`config.mk`:
```
export PLATFORM = sky130hd
export DESIGN_NAME = bbi_cfg
export DESIGN_NICKNAME = d
export VERILOG_FILES = /design/src/rtl/bbi_pkg.sv /design/src/rtl/bbi_cfg.sv
export SDC_FILE = /design/constraint.sdc
export NUM_CORES = 1
export LEC_CHECK = 0
export BUFFER_PORTS_ARGS = -buffer_cell sky130_fd_sc_hd__buf_4
export CELL_PAD_IN_SITES_DETAIL_PLACEMENT = 0
export CELL_PAD_IN_SITES_GLOBAL_PLACEMENT = 2
export CORE_MARGIN = 4
export CORE_UTILIZATION = 30
export CTS_BUF_LIST = sky130_fd_sc_hd__clkbuf_4 sky130_fd_sc_hd__clkbuf_8 sky130_fd_sc_hd__clkbuf_16
export DETAILED_ROUTE_END_ITERATION = 8
export PLACE_DENSITY_LB_ADDON = 0.1
export SETUP_SLACK_MARGIN = 0.5
export SYNTH_ARGS = -nofsm -noshare
export SYNTH_HDL_FRONTEND = slang
export SYNTH_SLANG_ARGS = --single-unit
```
`constraint.sdc`:
```
create_clock -name clk_i -period 5 [get_ports clk_i]
set_clock_uncertainty 0.05 [all_clocks]
set_input_delay 1 -clock clk_i [delete_from_list [all_inputs] [get_ports clk_i]]
set_output_delay 1 -clock clk_i [all_outputs]
set_load 0.05 [all_outputs]
```
`src/rtl/bbi_pkg.sv`:
```
package bbi_pkg;

  // Default geometry limits of the bit matrix.
  localparam int unsigned MaxRowsDefault    = 256;
  localparam int unsigned MaxColumnsDefault = 256;

  // Register file geometry.
  localparam int unsigned CfgWidth    = 9;
  localparam int unsigned BsWidth     = 2 * CfgWidth;
  localparam int unsigned DataWidth   = 32;
  localparam int unsigned AddrWidth   = 3;
  localparam int unsigned RegIndexBit = 2;

  localparam int unsigned BitsPerByte = 8;
  localparam int unsigned BitIdxWidth = $clog2(BitsPerByte);

  localparam logic [CfgWidth-1:0] DimReset = CfgWidth'(2);
  localparam logic [CfgWidth-1:0] DimMin   = CfgWidth'(2);

  typedef enum logic {
    FUNC_PUSH = 1'b0,
    FUNC_PULL = 1'b1
  } func_e;

  typedef enum logic [1:0] {
    STATUS_ACCEPTED  = 2'd0,
    STATUS_REFUSED   = 2'd1,
    STATUS_DELIVERED = 2'd2,
    STATUS_NONE      = 2'd3
  } status_e;

  typedef enum logic {
    REG_ROW_COUNT    = 1'b0,
    REG_COLUMN_COUNT = 1'b1
  } reg_e;

  typedef enum logic [1:0] {
    ENG_IDLE,
    ENG_PUSH,
    ENG_PULL,
    ENG_FINISH
  } eng_state_e;

  typedef struct packed {
    func_e      func;
    logic [7:0] data_byte;
    logic       end_of_data;
  } in_item_t;

  typedef struct packed {
    status_e    status;
    logic [7:0] out_byte;
    logic       out_last;
  } out_item_t;

  // Effective geometry and the restart strobe handed from the register block.
  typedef struct packed {
    logic [CfgWidth-1:0] rows;
    logic [CfgWidth-1:0] cols;
    logic [BsWidth-1:0]  bs;
    logic                restart;
  } cfg_t;

endpackage

```
`src/rtl/bbi_cfg.sv`:
```
module bbi_cfg import bbi_pkg::*; #(
  parameter int unsigned MAX_ROWS    = MaxRowsDefault,
  parameter int unsigned MAX_COLUMNS = MaxColumnsDefault
) (
  input  logic                 clk_i,
  input  logic                 rst_ni,
  input  logic                 psel,
  input  logic                 penable,
  input  logic                 pwrite,
  input  logic [AddrWidth-1:0] paddr,
  input  logic [DataWidth-1:0] pwdata,
  output logic [DataWidth-1:0] prdata,
  output logic                 pready,
  output cfg_t                 cfg_o
);

  localparam logic [CfgWidth-1:0] RowsMax = CfgWidth'(MAX_ROWS);
  localparam logic [CfgWidth-1:0] ColsMax = CfgWidth'(MAX_COLUMNS);

  function automatic logic [CfgWidth-1:0] clamp_dim(input logic [CfgWidth-1:0] v,
                                                    input logic [CfgWidth-1:0] maxv);
    logic [CfgWidth-1:0] r;
    if (v < DimMin) begin
      r = DimMin;
    end else if (v > maxv) begin
      r = maxv;
    end else begin
      r = v;
    end
    return r;
  endfunction

  logic [CfgWidth-1:0] rows_q, rows_d;
  logic [CfgWidth-1:0] cols_q, cols_d;
  logic [BsWidth-1:0]  bs_q, bs_d;
  logic [BsWidth-1:0]  rows_ext, cols_ext;
  logic                wr_en;
  reg_e                reg_sel;

  assign pready  = 1'b1;
  assign wr_en   = psel && penable && pwrite && pready;
  assign reg_sel = reg_e'(paddr[RegIndexBit]);

  always_comb begin
    rows_d = rows_q;
    cols_d = cols_q;
    if (wr_en) begin
      unique case (reg_sel)
        REG_ROW_COUNT:    rows_d = pwdata[CfgWidth-1:0];
        REG_COLUMN_COUNT: cols_d = pwdata[CfgWidth-1:0];
        default:          rows_d = rows_q;
      endcase
    end
  end

  // The block size follows the new register values, so it is settled by the
  // time the first item after a write reaches the engine.
  assign rows_ext = BsWidth'(clamp_dim(rows_d, RowsMax));
  assign cols_ext = BsWidth'(clamp_dim(cols_d, ColsMax));
  assign bs_d     = rows_ext * cols_ext;

  always_ff @(posedge clk_i or negedge rst_ni) begin
    if (!rst_ni) begin
      rows_q <= DimReset;
      cols_q <= DimReset;
      bs_q   <= BsWidth'(DimReset) * BsWidth'(DimReset);
    end else begin
      rows_q <= rows_d;
      cols_q <= cols_d;
      bs_q   <= bs_d;
    end
  end

  always_comb begin
    unique case (reg_sel)
      REG_ROW_COUNT:    prdata = DataWidth'(rows_q);
      REG_COLUMN_COUNT: prdata = DataWidth'(cols_q);
      default:          prdata = '0;
    endcase
  end

  assign cfg_o.rows    = clamp_dim(rows_q, RowsMax);
  assign cfg_o.cols    = clamp_dim(cols_q, ColsMax);
  assign cfg_o.bs      = bs_q;
  assign cfg_o.restart = wr_en;

endmodule

```
Word level (Yosys, flattened, before mapping)
Index checks and enable logic that the tools add are counted.
{"block": "word_totals", "reg_bits": 36, "latch_bits": 0, "ram_bits": 0, "mem_bits_ro": 0, "out_inout_bits": 70, "word_cells": 28, "memories": 0}
{"block": "op_classes", "n_addsub": 0, "n_mul": 1, "n_div": 0, "n_lt_le_gt_ge": 8, "n_eq_ne": 0, "shifts": 0, "mux": 13, "n_bitwise": 1, "reduce_logical": 2}
{"op": "9-bit 2-to-1 mux", "count": 12}
{"op": "32-bit one-hot mux with 2 select lines", "count": 1}
{"op": "9-bit greater-than comparator (second input constant)", "count": 4}
{"op": "9-bit by 2-bit less-than comparator with 1-bit output (second input constant)", "count": 4}
{"op": "9-bit by 9-bit multiplier with 18-bit output", "count": 1}
{"op": "1-bit logical AND", "count": 2}
{"op": "1-bit NOT", "count": 1}

Depth between registers and ports, before layout
Gate-level depths: netlist of run 1.
{"block": "logic_depth", "word_depth": 7, "depth_mapped": 21, "depth_no_buf": 20}

Least setup slack after synthesis of run 1
OpenSTA, ideal clock, no wires.
{"block": "synth_path", "path_type": "input port to flip-flop", "start": "input port pwdata[1]", "end": "register bs_q[14]", "setup_ns": 0.128, "arrival_ns": 5.723, "required_ns": 4.822, "slack_ns": -0.901, "stages": 18, "cell_sequence": "or4_1 -> nor4_1 -> mux2_2 -> o21ai_1 -> or2_2 -> fa_1 -> inv_1 -> fa_1 -> ha_1 -> inv_1 -> fa_1 -> inv_1 -> fa_1 -> a211oi_1 -> o21ai_0 -> a31oi_1 -> mux2i_1 -> nand3_1"}
{"block": "synth_between", "elab_chain_len": 6, "word_cells_on_any_way": 13, "classes_between": "mul (1); order compare (4); mux (8)"}
{"element": "start, declared", "line_no": "bbi_cfg.sv:11", "text": "input logic [DataWidth-1:0] pwdata,"}
{"element": "9-bit 2-to-1 mux", "line_no": "bbi_cfg.sv:48", "text": "unique case (reg_sel)"}
{"element": "9-bit 2-to-1 mux", "line_no": "bbi_cfg.sv:47", "text": "if (wr_en) begin"}
{"element": "9-bit greater-than comparator", "line_no": "bbi_cfg.sv:25", "text": "end else if (v > maxv) begin"}
{"element": "9-bit 2-to-1 mux", "line_no": "bbi_cfg.sv:25"}
{"element": "9-bit 2-to-1 mux", "line_no": "bbi_cfg.sv:23", "text": "if (v < DimMin) begin"}
{"element": "9-bit by 9-bit multiplier with 18-bit output *", "line_no": "bbi_cfg.sv:60", "text": "assign bs_d = rows_ext * cols_ext;"}
{"element": "net bs_d[14]", "line_no": "bbi_cfg.sv:35", "text": "logic [BsWidth-1:0] bs_q, bs_d;"}
{"element": "end signal, assigned", "line_no": "bbi_cfg.sv:66", "text": "bs_q <= BsWidth'(DimReset) * BsWidth'(DimReset);"}
{"element": "end signal, assigned", "line_no": "bbi_cfg.sv:70", "text": "bs_q <= bs_d;"}
{"element": "end, declared", "line_no": "bbi_cfg.sv:35"}
Mark *: on every way through the listed nets, which the timed path passes. The rest lies on a longest branch.

Worst setup path after layout of run 1
{"block": "layout_path", "start": "input port pwdata[1]", "end": "register bs_q[16]"}
Same word-level chain as after synthesis.

==> metrics.cfg, run 1 <==
[outcome]
outcome=complete, but fails checks
violations=setup timing

[worst_hold_path]
hold-path-cell-count=2
hold_end=rows_q[4]
hold_class=flip-flop to flip-flop
worstHoldStart=rows_q[4]

[placement]
gp_congestion=0.8320
dp_hpwl_um=10210
dp_cells=809
port_buffers=60
placed_cell_area_mm2=0.005972
place_ws_ps=-1131

[yosys]
avgSynthCellArea_um2=9.319
ys_warn_count=0
netlist_instances=473
yosys.cell_types.count=50
synth_edf_count=0
synth.area.top_cells=fa_1, dfrtp_1, ha_1
ys_seq_area_share_pct=20.52
ys_seq_elements=36
netlist.top_cell.by_area=fa_1
ys.flop_type=dfrtp_1
synthArstFlopShare_pct=100.0
synth_top_area_share_pct=22.71
syn_area_mm2=0.004408

[job]
drv_cap=0

[clocking]
htreeDepth=2
clock_path_buffers=2
cts_tree=built
clock_latency_ps=300
path_clk_slew_ps=60
cts_buffers=5
root_buffer=clkbuf_16
cts_num_sinks=36

[power]
p_sw_mw=1.605
p_seq_share_pct=13.1
pwr-share-comb_pct=75.4
swShare_pct=48.44
pwr_density_cell_mw_per_mm2=506.7
internal_power_mw=1.708
power_frac_clock_pct=11.5
power_mw=3.313
power.leakage_nw=3.312
ir_drop_v=0.0002411

[final_layout]
nets=775
final_area_mm2=0.006539
final_common_cell=buf_4
drive_gt1_share_pct=47.84
layout_common_cells=buf_4, inv_1, nor2_1
syn_to_final_growth_pct=48.34
n_antenna_cell=0
fin_cells=832

[critical_path]
timing.reg2reg.setup_slack_ps=-60
crit_path_start_kind=input port
r2r-end=bs_q[16]
worstPathRequired_ps=5170
r2r-start=rows_q[6]
critPathKind=input port to flip-flop
end_kind=flip-flop
crit_arrival_ps=5710
r2r.worst_path.cells=18
crit_path_max_fanout=4

[floorplan]
die_area_mm2=0.01670
rows=44
die_h_um=129.2
die_w_um=129.2
core_area_mm2=0.01448
io_pins=110
start_util_pct=30.44

[global_routing]
antenna_found_initial=0
grt_overflow_total=0
grt_pass1_vias=3920
grt_start_max_net_pins=37
grt_pass1_wl_um=20360
track_usage_pct=15.68

[sta]
rsz0062_at_grt=true
relSlewSlack_pct=64.80
setup_violations=11
fin_crit_ps=5536
period_share_pct=110.7
worst_pin_slew_ps=528.0
hold_violations=0
slew_viol_final=0
fmax_ghz=0.1806
setup_ws_ps=-536.2

[drt]
num_vias=3643
antenna_left=0
drt_iter0_markers=118
avgRoutedWirePerCell_um=14.93
drtPass1Iterations=4
route.detailed.drc=0
viasPerCell=4.379
wirelength_um=12430

[worst max-delay path by stage]
stage          cells after the start  slack [ps]      start       end
2_1_floorplan                     18        -550  pwdata[1]  bs_q[16]
3_3_place_gp                      19       -1150  pwdata[1]  bs_q[17]
3_5_place_dp                      19       -1130  pwdata[1]  bs_q[17]
4_1_cts                           19        -510  pwdata[1]  bs_q[16]
5_1_grt                           19        -690  pwdata[1]  bs_q[17]
6_report                          19        -540  pwdata[1]  bs_q[16]
[kinds of logic (layout without fill, tap and decap cells)]
group / after synthesis / count (layout) / synth area share (%)
DFF: 36 / 36 / 20.52
other: 2 / 24 / 0.1704
xor gates and xnor gates: 10 / 10 / 1.987
AOI/OAI and AO/OA: 40 / 40 / 6.131
and+or+nand+nor: 154 / 154 / 17.26
muxes: 30 / 30 / 8.061
adders and majority gates: 88 / 88 / 33.49
buffers and inverters: 113 / 266 / 12.38
[sequential cells by signal (all words and copies together) (netlist names)]
| name | count |
|---|---|
| bs_q | 18 |
| cols_q | 9 |
| rows_q | 9 |
[power by group through the flow]
stage | Sequential, mW | Combinational [mW] | Clock [mW]
after floorplan | 0.636 | 1.32 | 0
after global placement | 0.440 | 2.29 | 0
after detailed placement | 0.439 | 2.28 | 0
after CTS | 0.435 | 2.44 | 0.398
after global routing | 0.443 | 2.75 | 0.404
final | 0.434 | 2.50 | 0.382
[repair_timing]
action	CTS	global route
setup endpoints to repair	13	13
pin swaps	25	27
hold buffers	0	0
gates resized for setup	41	27
endpoints found under the hold margin	0	0
buffers inserted	8	7
[routing by layer]
metal | vias up | global-route usage (%) | routed length, µm
met4 | 0 | 3.644 | 148
met2 | 66 | 26.98 | 6054
met1 | 1763 | 20.47 | 5650
met3 | 9 | 2.927 | 571
met5 | - | 0 | 0
li1 | 1805 | - | -
[layout make-up]
class / instances / area, µm²
Fill cell: 1456 / 7940
Multi-Input combinational cell: 346 / 3531
Timing Repair Buffer: 181 / 1416
Sequential cell: 36 / 904.6
Inverter: 77 / 289.0
Tap cell: 184 / 230.2
Clock buffer: 5 / 125.1
Clock inverter: 3 / 42.54
[cell usage after synthesis, drive strengths merged, types with 4 or more instances]
master  instances
mux2i           9
nand2b          8
nor3            7
o21ai          12
xnor2           6
nor2b          17
nand3          13
or3             4
fa             50
clkbuf          5
buf            31
mux2           21
nand2          18
or2             9
dfrtp          33
ha             38
a21oi          10
inv            77
nor2           63
xor2            4
a21o            5
[critical path: stages]
cell,delay (ps)
buf_6,90
or4_4,570
or3_4,360
a21oi_4,210
o21ai_4,110
or2_1,230
fa_2,530
inv_2,30
fa_1,460
fa_1,510
inv_1,50
fa_1,490
inv_2,50
ha_4,280
o21ai_2,60
o21ai_2,180
a31oi_4,140
o211a_1,240
a21oi_2,130
[metrics by stage]
stage,TNS (ps),utilization [%],hold WS [ps]
floorplan,-4274,-,451.2
global placement,-10750,41.25,579.4
detailed placement,-10610,41.25,587.3
CTS,-4052,44.09,602.1
global route,-5912,45.16,629.7
finish,-4259,45.16,600.0
No activity file was read; power rests on OpenSTA's default activity.
==> inputs of run 2 (changes only) <==
--- a/config.mk
+++ b/config.mk
@@ -6,6 +6,7 @@
 export NUM_CORES = 1
 export LEC_CHECK = 0
 export BUFFER_PORTS_ARGS = -buffer_cell sky130_fd_sc_hd__buf_4
+export CAP_MARGIN = 20
 export CELL_PAD_IN_SITES_DETAIL_PLACEMENT = 0
 export CELL_PAD_IN_SITES_GLOBAL_PLACEMENT = 2
 export CORE_MARGIN = 4
@@ -13,6 +14,7 @@
 export CTS_BUF_LIST = sky130_fd_sc_hd__clkbuf_4 sky130_fd_sc_hd__clkbuf_8 sky130_fd_sc_hd__clkbuf_16
 export DETAILED_ROUTE_END_ITERATION = 8
 export PLACE_DENSITY_LB_ADDON = 0.1
+export REMOVE_ABC_BUFFERS = 1
 export SETUP_SLACK_MARGIN = 0.5
 export SYNTH_ARGS = -nofsm -noshare
 export SYNTH_HDL_FRONTEND = slang
==> run 2 against run 1 <==
  * The flow still finishes with violations (setup timing)
  * Non-clock buffer count up 6
  * Sequential power fell by 1%
  * Combinational power is essentially flat
  * Core utilization about the same
  * Sequential cell count unchanged
  * Fmax is 2.7% lower
  * Sequential share of layout area about the same
  * Power is 0.11% higher
==> metrics.cfg, run 2 (synthesized netlist as in run 1, its figures left out) <==
[clocking]
clock_path_buffers=2  ; unchanged
cts_tree=built
root_buffer=clkbuf_16
path_clk_slew_ps=60  ; about the same
postCtsHoldBufs=0  ; unchanged
htreeDepth=2  ; unchanged
cts_num_sinks=36  ; unchanged
clock_latency_ps=290  ; about the same
cts_buffers=5  ; unchanged

[sta]
setup_ws_ps=-692.5  ; -156.3 ps
hold_violations=0  ; unchanged
relSlewSlack_pct=68.53  ; +3.7 points
setup_violations=11  ; unchanged
worst_pin_slew_ps=459.0  ; -69.00 ps
fin_crit_ps=5693  ; +156.3 ps
slew_viol_final=0  ; unchanged
rsz0062_at_grt=true
fmax_ghz=0.1757  ; -2.7%
period_share_pct=113.9  ; +3.1 points
worst_hold_slack_ps=576.6  ; -23.37 ps

[final_layout]
nets=781  ; +0.77%
reg.largest.list=bs_q: 18 flops, cols_q: 9 flops, rows_q: 9 flops
final_util_pct=45.15  ; about the same
nFillCells=1409  ; -3.2%
multi_input_area_mm2=0.003458  ; -2.1%
final_common_cell=buf_4
regArea_um2=904.6  ; unchanged
layout_common_cells=buf_4, inv_1, nor2_1
largest_reg_flops=18  ; unchanged
drive_gt1_share_pct=47.25  ; -0.59 points
syn_to_final_growth_pct=48.31  ; about the same
top_register=bs_q
n_antenna_cell=0  ; unchanged

[drt]
drt_iter0_markers=84  ; -29%
viasPerCell=4.422  ; +1.0%
antenna_left=0  ; unchanged
wirelength_um=12330  ; -0.76%
route.detailed.drc=0  ; unchanged
avgRoutedWirePerCell_um=14.71  ; -1.5%
drtPass1Iterations=4  ; unchanged
num_vias=3706  ; +1.7%

[job]
drv_cap=0  ; unchanged

[floorplan]
die_area_mm2=0.01670  ; unchanged
core_area_mm2=0.01448  ; unchanged
start_util_pct=30.44  ; unchanged
die_h_um=129.2  ; unchanged
rows=44  ; unchanged
die_w_um=129.2  ; unchanged
io_pins=110  ; unchanged

[critical_path]
crit_arrival_ps=5850  ; +140 ps
crit_path_max_fanout=5  ; +1
worstPathRequired_ps=5150  ; -20 ps
end_kind=flip-flop
critPathKind=input port to flip-flop
crit_path_start_kind=input port

[placement]
dp_hpwl_um=10170  ; -0.33%
port_buffers=60  ; unchanged
place_ws_ps=-1336  ; -205.1 ps
gp_congestion=0.8638  ; +3.8%

[power]
power_mw=3.317  ; +0.11%
pwr_density_cell_mw_per_mm2=507.4  ; +0.13%
ir_drop_v=0.0003372  ; +40%
power.leakage_nw=3.331  ; +0.58%

[outcome]
outcome=complete, but fails checks
violations=setup timing

[global_routing]
track_usage_pct=15.51  ; -0.17 points
antenna_found_initial=0  ; unchanged
grt_start_max_net_pins=37  ; unchanged
grt_pass1_wl_um=20580  ; +1.1%
grt_pass1_vias=4127  ; +5.3%
grt_overflow_total=0  ; unchanged

[worst_hold_path]
hold_class=flip-flop to flip-flop

[run 2: cell count changes in the layout (fill, tap and decap cells not counted), moves of 3 or more]
cell and change:
inv_2 +3, or2_4 -4, or2_2 +4, inv_1 -3
ha_1 +3, buf_6 +7
[run 2: worst paths after layout]
check	cells past startpoint	endpoint	startpoint	slack, ps
worst max register to register	20	bs_q[17]	rows_q[6]	-290
worst min-delay path	3	rows_q[0]	rows_q[0]	580
worst max-delay path	21	bs_q[17]	pwdata[3]	-690
max in group asynchronous	1	rows_q[1]	rst_ni	3910
worst min register to register	3	rows_q[0]	rows_q[0]	580
min in group asynchronous	1	bs_q[8]	rst_ni	610
[run 2: layout make-up]
type	count	area share [%]
multi-input combinational	346	52.90
timing repair buffer	187	22.76
sequential	36	13.84
inverter	77	4.421
tap	184	3.522
clock buffer	5	1.914
clock inverter	3	0.6507
[run 2: where the power goes]
group          switching (mW)  total, mW  internal (mW)  leakage (nW)
logic                    1.42       2.52           1.10          2.81
clock network           0.138      0.373          0.235        0.0798
registers              0.0366      0.428          0.392         0.440
[run 2: per-stage QoR]
stage | instances | instance area (µm²) | TNS [ps]
floorplan | 459 | 4234 | -10670
global placement | 816 | 5776 | -12920
detailed placement | 816 | 5776 | -12770
CTS | 831 | 6236 | -5980
global route | 838 | 6538 | -6634
finish | 838 | 6538 | -5172
[run 2: timing repair]
action / 4_1_cts / 5_1_grt
pin swaps: 39 / 44
endpoints found under the setup margin: 14 / 14
resized for setup: 63 / 58
setup buffers: 7 / 7
[run 2: per-layer routing]
metal,share of wire [%],global-route usage (%),vias up
li1,-,-,1816
met1,44,19.90,1791
met2,50,27.47,87
met3,4.7,2.185,12
met4,1.7,3.953,0
met5,0,0,-
[run 2: worst max-delay path, stage by stage]
cell and delay, ps:
buf_6 90, or4_4 550, nor4_2 170, mux2_4 260, o21a_4 180, nand3_4 80
fa_1 540, inv_1 70, fa_2 500, fa_1 540, inv_1 60, fa_1 490
inv_2 80, ha_4 150, buf_4 140, buf_4 120, nor2_1 40, a21oi_2 200
nand4_1 210, buf_4 190, o211ai_1 170
==> inputs of run 3 (changes only) <==
--- a/config.mk
+++ b/config.mk
@@ -9,6 +9,7 @@
 export CAP_MARGIN = 20
 export CELL_PAD_IN_SITES_DETAIL_PLACEMENT = 0
 export CELL_PAD_IN_SITES_GLOBAL_PLACEMENT = 2
+export CORE_ASPECT_RATIO = 2
 export CORE_MARGIN = 4
 export CORE_UTILIZATION = 30
 export CTS_BUF_LIST = sky130_fd_sc_hd__clkbuf_4 sky130_fd_sc_hd__clkbuf_8 sky130_fd_sc_hd__clkbuf_16
==> run 3 against run 2 <==
  * The flow still finishes with violations (setup timing)
  * Count of clock-buffer cells in the layout is 1 higher
  * Worst hold slack better by 25 ps
  * Setup slack better by 110 ps
  * Core utilization is 0.60 points higher
  * Sequential share of layout area is 0.13 points lower
  * First-iteration DRC count is 2.4% higher
  * Register-to-register slack better by 20 ps
  * Critical path depth is 1 lower
  * Fmax is 2.0% higher
  * Routed wire length is 8.5% higher
  * Critical endpoint is now bs_q[15]
  * Largest cell class unchanged
==> metrics.cfg, run 3 (synthesized netlist as in run 1, its figures left out) <==
[sta]
period_share_pct=111.7  ; -2.2 points
hold_violations=0  ; unchanged
slew_viol_final=0  ; unchanged
fin_crit_ps=5583  ; -109.1 ps
rsz0062_at_grt=true
setup_ws_ps=-583.4  ; +109.1 ps
setup_violations=11  ; unchanged
relSlewSlack_pct=65.91  ; -2.6 points
fmax_ghz=0.1791  ; +2.0%
worst_pin_slew_ps=511.3  ; +52.31 ps

[drt]
wirelength_um=13380  ; +8.5%
antenna_left=0  ; unchanged
route.detailed.drc=0  ; unchanged
avgRoutedWirePerCell_um=15.63  ; +6.2%
viasPerCell=4.447  ; +0.57%
drtPass1Iterations=4  ; unchanged
num_vias=3807  ; +2.7%
drt_iter0_markers=86  ; +2.4%

[clocking]
clock_path_buffers=2  ; unchanged
path_clk_slew_ps=60  ; about the same
cts_num_sinks=36  ; unchanged
cts_buffers=5  ; unchanged
root_buffer=clkbuf_16
cts_tree=built
htreeDepth=2  ; unchanged
clock_latency_ps=290  ; about the same

[placement]
port_buffers=60  ; unchanged
dp_cells=829  ; +1.6%
placed_cell_area_mm2=0.005836  ; +1.0%
gp_congestion=0.8816  ; +2.1%
dp_hpwl_um=11260  ; +11%

[power]
pwr_density_cell_mw_per_mm2=500.6  ; -1.3%
power_mw=3.305  ; -0.36%
ir_drop_v=0.0003193  ; -5.3%
power.leakage_nw=3.383  ; +1.6%

[final_layout]
final_util_pct=45.75  ; +0.60 points
layout_common_cells=buf_4, inv_1, nor2_1
largest_reg_flops=18  ; unchanged
syn_to_final_growth_pct=49.76
reg.largest.list=bs_q: 18 flops, cols_q: 9 flops, rows_q: 9 flops
fin_cells=856  ; +2.1%
final_area_mm2=0.006601  ; +0.98%
n_antenna_cell=0  ; unchanged
final_common_cell=buf_4
nets=791  ; +1.3%
drive_gt1_share_pct=46.99  ; -0.26 points
top_register=bs_q

[floorplan]
die_h_um=179.4  ; +39%
start_util_pct=30.55  ; +0.11 points
rows=62  ; +41%
core_area_mm2=0.01443  ; -0.35%
io_pins=110  ; unchanged
die_w_um=93.71  ; -27%
die_area_mm2=0.01681  ; +0.70%

[critical_path]
r2r.worst_path.cells=20  ; unchanged
crit_path_max_fanout=3  ; -2
cp_slowest_cell=or4_4
end_kind=flip-flop
crit_end=bs_q[15]
cpMostUsedCell=fa_1
crit_path_start_kind=input port
r2r-start=rows_q[6]
critPathKind=input port to flip-flop
timing.reg2reg.setup_slack_ps=-270  ; +20 ps
max_stage_delay_ps=560  ; about the same
r2r-end=bs_q[15]
crit_arrival_ps=5710  ; -140 ps
crit_start=pwdata[7]
cp_cell_sequence=buf_6 > or4_4 > or3_4 > a21oi_4 > o21ai_4 > or2_1 > fa_2 > inv_2 > fa_1 > fa_1 > inv_1 > fa_1 > inv_2 > ha_4 > buf_6 > a2111oi_4 > o21ai_2 > nand4_1 > nand3b_1 > xor2_1
worstPathRequired_ps=5120  ; -30 ps

[worst_hold_path]
worstHoldStart=cols_q[5]
hold_class=flip-flop to flip-flop

[global_routing]
antenna_found_initial=0  ; unchanged
grt_pass1_vias=4332  ; +5.0%
grt_start_max_net_pins=37  ; unchanged
grt_pass1_wl_um=21720  ; +5.6%
grt_overflow_total=0  ; unchanged
track_usage_pct=16.61  ; +1.1 points

[job]
drv_cap=0  ; unchanged

[outcome]
outcome=complete, but fails checks
violations=setup timing

[run 3: cell types whose count changed in the layout (fill, tap and decap cells not counted), moves of 3 or more]
| cell | delta |
|---|---|
| buf_4 | +11 |
| ha_2 | +3 |
| ha_4 | -3 |
| inv_1 | +7 |
| inv_2 | -7 |
| nand2_1 | +4 |
| nand2_2 | -4 |
| nor2_2 | +3 |
[run 3: layout make-up]
| cell class | instances | area (µm²) |
|---|---|---|
| Fill cell | 1466 | 7828 |
| Clock buffer | 6 | 132.6 |
| Clock inverter | 2 | 35.03 |
| Sequential cell | 36 | 904.6 |
| Multi-Input combinational cell | 346 | 3432 |
| Tap cell | 192 | 240.2 |
| Timing Repair Buffer | 197 | 1568 |
| Inverter | 77 | 289.0 |
[run 3: per-stage QoR]
stage	hold WS (ps)	setup WS, ps	setup TNS [ps]
global route	634.1	-814.8	-6447
floorplan	451.2	-1161	-10670
finish	601.9	-583.4	-4436
detailed placement	580.6	-1379	-13450
global placement	564.5	-1345	-13100
CTS	613.8	-653.6	-5450
[run 3: timing repair]
action / 4_1_cts / 5_1_grt
buffers inserted: 15 / 4
resized for setup: 80 / 27
pin swaps: 67 / 21
endpoints found under the setup margin: 14 / 14
hold buffers: 0 / 0
[run 3: how the worst min path moves through the flow]
stage                            to  depth (start not counted)  slack [ps]
after CTS                 rows_q[3]                          2         610
after floorplan           rows_q[0]                          2         450
after global routing      cols_q[5]                          1         630
final                     cols_q[5]                          1         600
after detailed placement  cols_q[5]                          1         580
after global placement    cols_q[5]                          1         560
[run 3: power by group]
part	switching [mW]	leakage [nW]	internal (mW)	total [mW]
Clock	0.131	0.0843	0.240	0.371
Sequential	0.0428	0.440	0.392	0.435
Combinational	1.42	2.86	1.07	2.50
Total	1.60	3.38	1.71	3.30
[run 3: worst max-delay path, delay by kind of cell]
kind / cells / cell delay (ps)
xor+xnor: 1 / 150
compound gates: 4 / 600
fa+ha+maj: 5 / 2160
simple gates: 5 / 1450
buf+inv: 5 / 340
[run 3: layer usage]
metal  routed length, µm  track usage [%]  up-vias
li1                    -                -     1840
met2                7997            33.72       89
met1                4267            15.32     1850
met4                 703            8.333        0
met3                 412            1.757       28
met5                   0                0        -
